File: src/hw/rtl/stq_pkg.sv
// stq_pkg: shared types and codes for the stable priority queue
// used by stq_ctrl, stq_datapath and stable_priority_queue
`timescale 1ns / 1ps

package stq_pkg;

    // entry fields
    typedef logic signed [15:0] prio_t;
    typedef logic [31:0]        pay_t;

    // operation codes carried by the mode bit
    typedef enum logic {
        OP_INSERT = 1'b0,
        OP_REMOVE = 1'b1
    } op_t;

    // result status codes
    typedef enum logic [1:0] {
        ST_OK    = 2'd0,
        ST_EMPTY = 2'd1,
        ST_FULL  = 2'd2
    } status_t;

    // controller states
    typedef enum logic {
        S_IDLE = 1'b0,
        S_EXEC = 1'b1
    } state_t;

    // commands from the controller to the datapath
    typedef struct packed {
        logic capture;
        logic execute;
    } dp_cmd_t;

    // width of the reported entry count
    localparam int unsigned COUNT_OUT_W = 5;

endpackage

File: src/hw/rtl/stq_ctrl.sv
// stq_ctrl: two-state sequencer that takes a word, runs one queue update
// and raises the result strobe; depends on stq_pkg
`timescale 1ns / 1ps

module stq_ctrl (
    input  logic            clk,
    input  logic            rst_n,
    input  logic            start,
    output logic            busy,
    output logic            done,
    output stq_pkg::dp_cmd_t cmd
);
    import stq_pkg::*;

    state_t state_reg;
    state_t state_next;
    logic   done_reg;
    logic   done_next;

    // state and strobe registers
    always_ff @(posedge clk or negedge rst_n)
    begin
        if (!rst_n)
        begin
            state_reg <= S_IDLE;
            done_reg  <= 1'b0;
        end
        else
        begin
            state_reg <= state_next;
            done_reg  <= done_next;
        end
    end

    // next state and commands
    always_comb
    begin
        state_next  = state_reg;
        done_next   = 1'b0;
        cmd.capture = 1'b0;
        cmd.execute = 1'b0;
        case (state_reg)
            S_IDLE:
            begin
                if (start)
                begin
                    cmd.capture = 1'b1;
                    state_next  = S_EXEC;
                end
            end
            S_EXEC:
            begin
                cmd.execute = 1'b1;
                done_next   = 1'b1;
                state_next  = S_IDLE;
            end
            default:
            begin
                state_next = S_IDLE;
            end
        endcase
    end

    assign busy = (state_reg == S_EXEC);
    assign done = done_reg;

endmodule

File: src/hw/rtl/stq_datapath.sv
// stq_datapath: row of sorted cells with local compare and shift, count
// register and result registers; depends on stq_pkg
`timescale 1ns / 1ps

module stq_datapath #(
    parameter int unsigned CAPACITY = 16
) (
    input  logic              clk,
    input  logic              rst_n,
    input  stq_pkg::dp_cmd_t  cmd,
    input  logic              mode,
    input  stq_pkg::prio_t    priority_req,
    input  stq_pkg::pay_t     payload,
    output stq_pkg::pay_t     removed_payload,
    output stq_pkg::pay_t     head_payload,
    output stq_pkg::prio_t    head_priority,
    output logic [4:0]        entry_count,
    output logic [1:0]        status,
    output logic [$clog2(CAPACITY+1)-1:0] held_count
);
    import stq_pkg::*;

    localparam int unsigned CNT_W = $clog2(CAPACITY + 1);

    // captured request word
    logic  mode_reg;
    prio_t prio_in_reg;
    pay_t  pay_in_reg;

    // cells
    prio_t prio_reg [CAPACITY];
    pay_t  pay_reg  [CAPACITY];
    prio_t prio_next [CAPACITY];
    pay_t  pay_next  [CAPACITY];
    logic [CAPACITY-1:0] le;

    logic [CNT_W-1:0] count_reg;
    logic [CNT_W-1:0] count_next;

    // result registers
    pay_t      removed_reg;
    pay_t      head_pay_reg;
    prio_t     head_prio_reg;
    logic [CNT_W-1:0] count_out_reg;
    status_t   status_reg;

    logic      is_full;
    logic      is_empty;
    logic      do_insert;
    logic      do_remove;
    status_t   status_next;
    pay_t      removed_next;

    assign is_full   = (count_reg == CNT_W'(CAPACITY));
    assign is_empty  = (count_reg == '0);
    assign do_insert = (op_t'(mode_reg) == OP_INSERT) && !is_full;
    assign do_remove = (op_t'(mode_reg) == OP_REMOVE) && !is_empty;

    // capture the request word on accept
    always_ff @(posedge clk)
    begin
        if (cmd.capture)
        begin
            mode_reg    <= mode;
            prio_in_reg <= priority_req;
            pay_in_reg  <= payload;
        end
    end

    // per cell: compare against the new priority, pick keep, new or neighbor
    for (genvar i = 0; i < CAPACITY; i++)
    begin : g_cell
        logic prev_le;

        assign le[i] = (CNT_W'(i) < count_reg) && (prio_reg[i] <= prio_in_reg);

        if (i == 0)
        begin : g_first
            assign prev_le = 1'b1;
        end
        else
        begin : g_rest
            assign prev_le = le[i-1];
        end

        always_comb
        begin
            prio_next[i] = prio_reg[i];
            pay_next[i]  = pay_reg[i];
            if (do_insert && !le[i])
            begin
                if (prev_le)
                begin
                    prio_next[i] = prio_in_reg;
                    pay_next[i]  = pay_in_reg;
                end
                else
                begin
                    prio_next[i] = prio_reg[(i == 0) ? 0 : i - 1];
                    pay_next[i]  = pay_reg[(i == 0) ? 0 : i - 1];
                end
            end
            else if (do_remove && (i < CAPACITY - 1))
            begin
                prio_next[i] = prio_reg[(i < CAPACITY - 1) ? i + 1 : i];
                pay_next[i]  = pay_reg[(i < CAPACITY - 1) ? i + 1 : i];
            end
        end

        // cell storage, no reset: only cells below the count are read
        always_ff @(posedge clk)
        begin
            if (cmd.execute)
            begin
                prio_reg[i] <= prio_next[i];
                pay_reg[i]  <= pay_next[i];
            end
        end
    end

    // count and status of this step
    always_comb
    begin
        count_next   = count_reg;
        status_next  = ST_OK;
        removed_next = '0;
        if (op_t'(mode_reg) == OP_INSERT)
        begin
            if (is_full)
            begin
                status_next = ST_FULL;
            end
            else
            begin
                count_next = count_reg + CNT_W'(1);
            end
        end
        else
        begin
            if (is_empty)
            begin
                status_next = ST_EMPTY;
            end
            else
            begin
                count_next   = count_reg - CNT_W'(1);
                removed_next = pay_reg[0];
            end
        end
    end

    // count register
    always_ff @(posedge clk or negedge rst_n)
    begin
        if (!rst_n)
        begin
            count_reg <= '0;
        end
        else if (cmd.execute)
        begin
            count_reg <= count_next;
        end
    end

    // result registers, loaded as the step completes
    always_ff @(posedge clk)
    begin
        if (cmd.execute)
        begin
            removed_reg   <= removed_next;
            count_out_reg <= count_next;
            status_reg    <= status_next;
            if (count_next != '0)
            begin
                head_pay_reg  <= pay_next[0];
                head_prio_reg <= prio_next[0];
            end
            else
            begin
                head_pay_reg  <= '0;
                head_prio_reg <= '0;
            end
        end
    end

    // low bits of the count, zero extended when the count is narrow
    logic [CNT_W+COUNT_OUT_W-1:0] count_wide;
    assign count_wide = {{COUNT_OUT_W{1'b0}}, count_out_reg};

    assign removed_payload = removed_reg;
    assign head_payload    = head_pay_reg;
    assign head_priority   = head_prio_reg;
    assign entry_count     = count_wide[COUNT_OUT_W-1:0];
    assign status          = status_reg;
    assign held_count      = count_reg;

endmodule

File: src/hw/rtl/stable_priority_queue.sv
// stable_priority_queue: top level joining the sequencer and the cell row
// depends on stq_pkg, stq_ctrl and stq_datapath
`timescale 1ns / 1ps

// Bounded priority queue, lowest priority first, equal priorities in
// arrival order.
// Request channel: a word (mode, priority_req, payload) is taken at a
// clock edge where start is high and busy is low. mode 0 inserts the
// entry, mode 1 removes the head.
// Result channel: done is high for exactly one cycle per request and the
// result ports hold removed_payload, head_payload, head_priority,
// entry_count and status for that cycle. The receiver cannot stall.
// The accepting edge registers the word and enters the update state;
// the cell row, result registers and done are loaded as it ends. busy
// is high for the one cycle in which the cell row updates; no word is
// taken then, but the cycle in which done is high may accept the next.
// Every cell compares its priority with the new one in parallel and
// shifts locally, so the update is done within the update state at any CAPACITY.
// Insert on a full queue drops the word (status 2); remove on an empty
// queue leaves it unchanged (status 1).
// Reset clears the count and the controller; the queue starts empty.

module stable_priority_queue #(
    parameter int unsigned CAPACITY = 16
) (
    input  logic        clk,
    input  logic        rst_n,
    input  logic        start,
    output logic        busy,
    input  logic        mode,
    input  logic signed [15:0] priority_req,
    input  logic [31:0] payload,
    output logic        done,
    output logic [31:0] removed_payload,
    output logic [31:0] head_payload,
    output logic signed [15:0] head_priority,
    output logic [4:0]  entry_count,
    output logic [1:0]  status
);
    import stq_pkg::*;

    localparam int unsigned CNT_W = $clog2(CAPACITY + 1);

    dp_cmd_t          cmd;
    logic [CNT_W-1:0] held_count;

    // sequencer
    stq_ctrl u_ctrl (
        .clk   (clk),
        .rst_n (rst_n),
        .start (start),
        .busy  (busy),
        .done  (done),
        .cmd   (cmd)
    );

    // cell row and result registers
    stq_datapath #(
        .CAPACITY (CAPACITY)
    ) u_dp (
        .clk             (clk),
        .rst_n           (rst_n),
        .cmd             (cmd),
        .mode            (mode),
        .priority_req    (priority_req),
        .payload         (payload),
        .removed_payload (removed_payload),
        .head_payload    (head_payload),
        .head_priority   (head_priority),
        .entry_count     (entry_count),
        .status          (status),
        .held_count      (held_count)
    );

    // an accepted word always leads to busy, then to the strobe
    a_accept_busy: assert property (@(posedge clk) disable iff (!rst_n)
        start && !busy |=> busy)
        else $error("accepted word did not start an update");

    a_busy_done: assert property (@(posedge clk) disable iff (!rst_n)
        busy |=> done && !busy)
        else $error("update did not end in a result strobe");

    // the count never exceeds the capacity
    a_count_bound: assert property (@(posedge clk) disable iff (!rst_n)
        held_count <= CNT_W'(CAPACITY))
        else $error("entry count above capacity");

    // a remove on an empty queue reports an empty queue and nothing removed
    a_empty_zero: assert property (@(posedge clk) disable iff (!rst_n)
        done && (status == ST_EMPTY) |->
            (removed_payload == '0) && (head_payload == '0) &&
            (head_priority == '0) && (held_count == '0))
        else $error("remove on empty queue reported data");

endmodule
File: config.mk
export PLATFORM = sky130hd
export DESIGN_NAME = stable_priority_queue
export DESIGN_NICKNAME = d
export VERILOG_FILES = /design/src/hw/rtl/stq_pkg.sv /design/src/hw/rtl/stq_ctrl.sv /design/src/hw/rtl/stq_datapath.sv /design/src/hw/rtl/stable_priority_queue.sv
export SDC_FILE = /design/constraint.sdc
export NUM_CORES = 2
export LEC_CHECK = 0
export BUFFER_PORTS_ARGS = -buffer_cell sky130_fd_sc_hd__buf_4
export CORE_ASPECT_RATIO = 0.8
export CORE_MARGIN = 5
export CORE_UTILIZATION = 61
export CTS_BUF_LIST = sky130_fd_sc_hd__clkbuf_4
export CTS_CLUSTER_SIZE = 24
export DETAILED_ROUTE_END_ITERATION = 10
export PLACE_DENSITY_LB_ADDON = 0.05
export SYNTH_ARGS = -nofsm -noshare
export SYNTH_HDL_FRONTEND = slang
export SYNTH_SLANG_ARGS = --single-unit
File: constraint.sdc
create_clock -name clk -period 14.02 [get_ports clk]
set_input_delay 2.103 -clock clk [delete_from_list [all_inputs] [get_ports clk]]
set_output_delay 2.103 -clock clk [all_outputs]
set_load 0.03 [all_outputs]
Word level (Yosys, flattened, before mapping):

Memory sizes are Yosys's and may differ from the RTL's.
Index checks and enable logic that the tools add are counted.

* add/sub/neg operators: 2
* muxes and demuxes: 104
* bitwise operators: 2
* reductions and logical operators: 55
* order comparisons: 32
* equal/unequal tests: 1

Operators with widths (count)
* 2-to-1 mux 32 bit: 46
* 2-to-1 mux 16 bit: 46
* <= comparator 16 bit: 16
* less-than comparator 4 x 5 -> 1 bit, first input constant: 8
* logical AND 1 bit: 34
* less-than comparator 3 x 5 -> 1 bit, first input constant: 4
* logical NOT 1 bit: 18
* 2-to-1 mux 5 bit: 3
* less-than comparator 1 x 5 -> 1 bit, first input constant: 2
* less-than comparator 2 x 5 -> 1 bit, first input constant: 2
* 2-to-1 mux 1 bit: 6
* adder 5 x 1 -> 5 bit, second input constant: 1
* equality test 5 bit, second input constant: 1
* logical NOT 5 bit: 1
* nonzero test 5 bit: 1
* subtractor 5 x 1 -> 5 bit, second input constant: 1
* 2-to-1 mux 2 bit: 2
* NOT 1 bit: 2
* one-hot mux 1 bit (2 select lines): 1
* OR reduction 2 bit: 1

* bits in writable memories: 768
* register bits: 143
* output and inout bits: 89
* input port bits: 52
* word-level logic and storage cells: 209
* memories: 2

Memories
* u_dp.pay_reg: depth 16, bits a word 32, rd ports 16, clocked after Yosys merged registers in 0, write ports 16, RTL line stq_datapath.sv:32 `pay_t pay_reg [CAPACITY];`
* u_dp.prio_reg: depth 16, bits a word 16, rd ports 16, clocked after Yosys merged registers in 0, write ports 16, RTL line stq_datapath.sv:31 `prio_t prio_reg [CAPACITY];`

Depth between registers and ports, before layout:

An unclocked memory read counts as a cell.

* depth after elaboration: 6
* gate-level depth with buffers: 13
* gate-level depth less buffers: 9

Hierarchy:

A second synthesis with hierarchy kept.

* cells, all modules: 4819
* area, all modules: 53990.5 um^2

Modules (own cells, without submodules)
* stq_datapath: area an instance 53911.7 um^2, instances 1, cells each 4814, seq. area each 27271.2 um^2
* stq_ctrl: area an instance 78.8 um^2, instances 1, cells each 5, seq. area each 50.0 um^2

Worst setup path after synthesis:

No wires, ideal clock.

* path kind: flip-flop to flip-flop
* from: register u_ctrl.state_reg, in the netlist u_ctrl.busy
* to: memory u_dp.pay_reg[7][32] (netlist name) (enable)
* stages on the path, launching flop included: 4
* required time: 13497 ps
* data arrival time: 7340 ps
* slack: 6157 ps
* clock period less this slack: 7863 ps
* library setup time: 523 ps
* path buffers: 1
* cell sequence: dfrtp_1 > clkbuf_1 > o211ai_1 > nor3b_1

RTL lines
* from (decl): RTL line stq_ctrl.sv:15 `state_t state_reg;`
* from (signal assigned): RTL line stq_ctrl.sv:30 `state_reg <= state_next;`
* to (decl): RTL line stq_datapath.sv:32

==> flow_metrics.env <==
export IMPL_status="finished clean"
export IMPL_fp_row_count=108
export IMPL_place_inst=7739
export IMPL_r2r_cells=12
export IMPL_grt_overflow_total=0
export IMPL_finClkSkew_ns=0.0676
export IMPL_finalSetupViolations=0
export IMPL_drv_slew=0
export IMPL_hold_class="reg2reg"
export IMPL_tightest_slew_ns=1.31
export IMPL_worstPathRequired_ns=14.85
export IMPL_ys_types=86
export IMPL_clock_fmax_mhz=154
export IMPL_synth_ff_type="edfxtp_1"
export IMPL_seqCellArea_um2=27300
export IMPL_clock_latency_ns=1.28
export IMPL_place_gp_congestion=0.932
export IMPL_cts_setup_buffers=0
export IMPL_synth_edff_count=904
export IMPL_cp_end_kind="flop"
export IMPL_initialDrtViolationCount=7926
export IMPL_cts_buffers=237
export IMPL_cap_violations=0
export IMPL_r2r_start="u_dp.prio_in_reg[15]$_DFFE_PP_"
export IMPL_grt_max_degree=147
export IMPL_synth_nets=7063
export IMPL_wl_per_cell_um=25.8
export IMPL_hold_path_depth=2
export IMPL_grt_first_pass_wirelength_um=317000
export IMPL_synthArstFlopShare=0.00768
export IMPL_antenna_found_initial=5
export IMPL_tns_ns=0
export IMPL_powerDensity_nw_per_um2=186
export IMPL_die_y_um=305
export IMPL_start_util=0.613
export IMPL_cp_arrival_ns=7.35
export IMPL_num_vias=56900
export IMPL_mappedNetlistArea_um2=66300
export IMPL_period_share=0.465
export IMPL_multiInputGateArea_um2=36500
export IMPL_die_area_um2=115000
export IMPL_firstDrtPassIters=7
export IMPL_finalCriticalPeriod_ns=6.51
export IMPL_start_kind="flop"
export IMPL_crit_type="reg2reg"
export IMPL_ctsResizeCount=0
export IMPL_die_x_um=379
export IMPL_root_buffer="clkbuf_4"
export IMPL_r2r_end="u_dp.pay_reg[3][48]$_DFFE_PP_"
export IMPL_fin_total_pwr_mw=13.2
export IMPL_reg2reg_slack_ns=7.51
export IMPL_finalHoldViolCount=0
export IMPL_ctsHoldBuffers=0
export IMPL_instances_no_fill=8168
export IMPL_finalNetCount=6859
export IMPL_rsz0062_at_grt="no"
export IMPL_synth_avg_cell_area_um2=9.82
export IMPL_hold_end="u_dp.pay_reg[7][30]$_DFFE_PP_"
export IMPL_io_buffers=140
export IMPL_grt_usage=0.351
export IMPL_htreeDepth=4
export IMPL_wl_um=211000
export IMPL_synthToLayoutAreaGrowth_pct=7.07
export IMPL_grt_pass1_vias=51900
export IMPL_clock_sinks=911
export IMPL_place_hpwl_um=134000
export IMPL_p_leak_nw=25.3
export IMPL_largest_reg_flops=512
export IMPL_clk_pin_slew_ns=0.08
export IMPL_cts_buffer_depth=3
export IMPL_cp_max_fo=101
export IMPL_fillers=8693
export IMPL_yosys_warnings=0
export IMPL_ant_nets=0
export IMPL_drive_gt1_frac=0.228
export IMPL_vdd_ir_drop_max_uv=109
export IMPL_routed_via_density=6.97
export IMPL_cts_tree="built"
export IMPL_drcViolationCount=0
export IMPL_ys_seq_area_frac=0.412
export IMPL_ys_seq_elements=911
export IMPL_slew_headroom=0.128
export IMPL_utilization=0.656
export IMPL_hp_start="u_dp.pay_reg[7][62]$_DFFE_PP_"
export IMPL_io_pins=141
export IMPL_core_area_um2=108000
export IMPL_netlist_instances=6752
cell usage in the layout (no fill, tap or decap), types with 172 or more instances in the layout:
cell type | Yosys | final
nand4_1 | 196 | 196
a21oi_1 | 329 | 325
mux2_2 | 756 | 756
clkbuf_4 | 0 | 357
nand2_1 | 622 | 620
mux2i_1 | 296 | 296
nand2b_1 | 231 | 230
nor2_1 | 173 | 172
edfxtp_1 | 904 | 904
buf_4 | 10 | 297
o21ai_0 | 274 | 271
ha_1 | 259 | 252
nand3_1 | 741 | 739
synth_stat cells, types with 8 or more instances:
cell type / number / area, µm²
a221oi_1: 49 / 429
a221o_1: 48 / 480
nand2b_1: 231 / 1450
a31oi_1: 55 / 344
inv_1: 32 / 120
buf_1: 30 / 113
mux2_1: 8 / 90.1
nor2_1: 173 / 649
ha_1: 259 / 3240
a2111o_1: 48 / 541
nor2b_1: 36 / 225
nand4_1: 196 / 1230
nand3_1: 741 / 3710
a311oi_2: 10 / 150
nand3b_1: 161 / 1210
a222oi_1: 31 / 310
and3_1: 119 / 744
nand2_1: 622 / 2330
edfxtp_1: 904 / 27100
a21boi_0: 8 / 60.1
nor3_1: 122 / 611
o21ai_0: 274 / 1370
and4_1: 9 / 78.8
clkbuf_1: 589 / 2210
mux2i_1: 296 / 2960
a22oi_1: 34 / 255
mux2_2: 756 / 8510
o21ai_1: 30 / 150
o22ai_1: 105 / 657
o211ai_1: 17 / 128
a21oi_1: 329 / 1650
clkinv_1: 16 / 60.1
or3_1: 39 / 244
a21o_1: 20 / 150
a22o_1: 35 / 307
buf_2: 103 / 515
a211oi_1: 11 / 82.6
buf_4: 10 / 75.1
nor4_1: 29 / 181
o21a_1: 17 / 128
a311oi_1: 39 / 342
or4_1: 8 / 60.1
critical path: stages, from the launching register on:
cell	delay, ns
edfxtp_1	0.32
buf_4	0.37
clkinv_1	0.58
buf_4	0.45
ha_4	0.94
nand4_1	0.29
nor3_1	0.32
a21bo_2	0.26
and3_2	0.53
xnor2_1	0.29
o22ai_4	0.16
buf_4	0.53
o21a_2	0.96
power by group:
| group | total [mW] | internal (mW) | switching [mW] |
|---|---|---|---|
| logic | 6.28 | 2.59 | 3.70 |
| registers | 4.57 | 3.97 | 0.604 |
| clock network | 2.38 | 1.17 | 1.21 |
through the flow:
stage | hold WS [ns] | instance area (µm²) | worst slack (ns)
after CTS | 0.522 | 71000 | 7.62
after global placement | 0.499 | 68000 | 7.85
final | 0.514 | 71000 | 7.51
after floorplan | 0.496 | 66300 | 6.16
after detailed placement | 0.515 | 68000 | 7.67
after global routing | 0.549 | 71000 | 7.15
per-layer routing:
layer / track usage / vias to the layer above / part of all wire
met5: 0 / - / 0
met4: 0.109 / 0 / 0.027
met3: 0.0914 / 396 / 0.13
met2: 0.477 / 3468 / 0.40
met1: 0.544 / 27600 / 0.44
li1: - / 25400 / -
worst max-delay path by stage:
stage / startpoint / endpoint / slack (ns) / cells after the start
final: u_dp.prio_in_reg[15]$_DFFE_PP_ / u_dp.pay_reg[3][48]$_DFFE_PP_ / 7.51 / 12
after global routing: u_dp.prio_in_reg[15]$_DFFE_PP_ / u_dp.pay_reg[3][48]$_DFFE_PP_ / 7.15 / 12
after CTS: u_dp.prio_in_reg[15]$_DFFE_PP_ / u_dp.pay_reg[3][48]$_DFFE_PP_ / 7.62 / 12
after detailed placement: u_dp.prio_in_reg[15]$_DFFE_PP_ / u_dp.pay_reg[3][48]$_DFFE_PP_ / 7.67 / 12
after global placement: u_dp.prio_in_reg[15]$_DFFE_PP_ / u_dp.pay_reg[3][48]$_DFFE_PP_ / 7.85 / 12
after floorplan: u_ctrl.busy$_DFF_PN0_ / u_dp.pay_reg[7][32]$_DFFE_PP_ / 6.16 / 3
layout make-up:
| type | count | share of cell area |
|---|---|---|
| timing repair buffer | 297 | 0.0314 |
| inverter | 48 | 0.00254 |
| clock inverter | 62 | 0.00463 |
| sequential | 911 | 0.385 |
| clock buffer | 357 | 0.0377 |
| multi-input combinational | 5053 | 0.513 |
| tap | 1430 | 0.0252 |
| antenna | 10 | 0.000352 |
cell families after synthesis:
kind of cell | Yosys count | synth area share
XOR/XNOR | 9 | 0.00119
flip-flops | 911 | 0.412
adder cells (fa/ha/maj) | 259 | 0.0489
multiplexers | 1060 | 0.174
AND/OR/NAND/NOR | 2513 | 0.195
buffers and inverters | 788 | 0.0481
AO/OA/AOI/OAI | 1212 | 0.121
(Power assumes the default switching activity.)
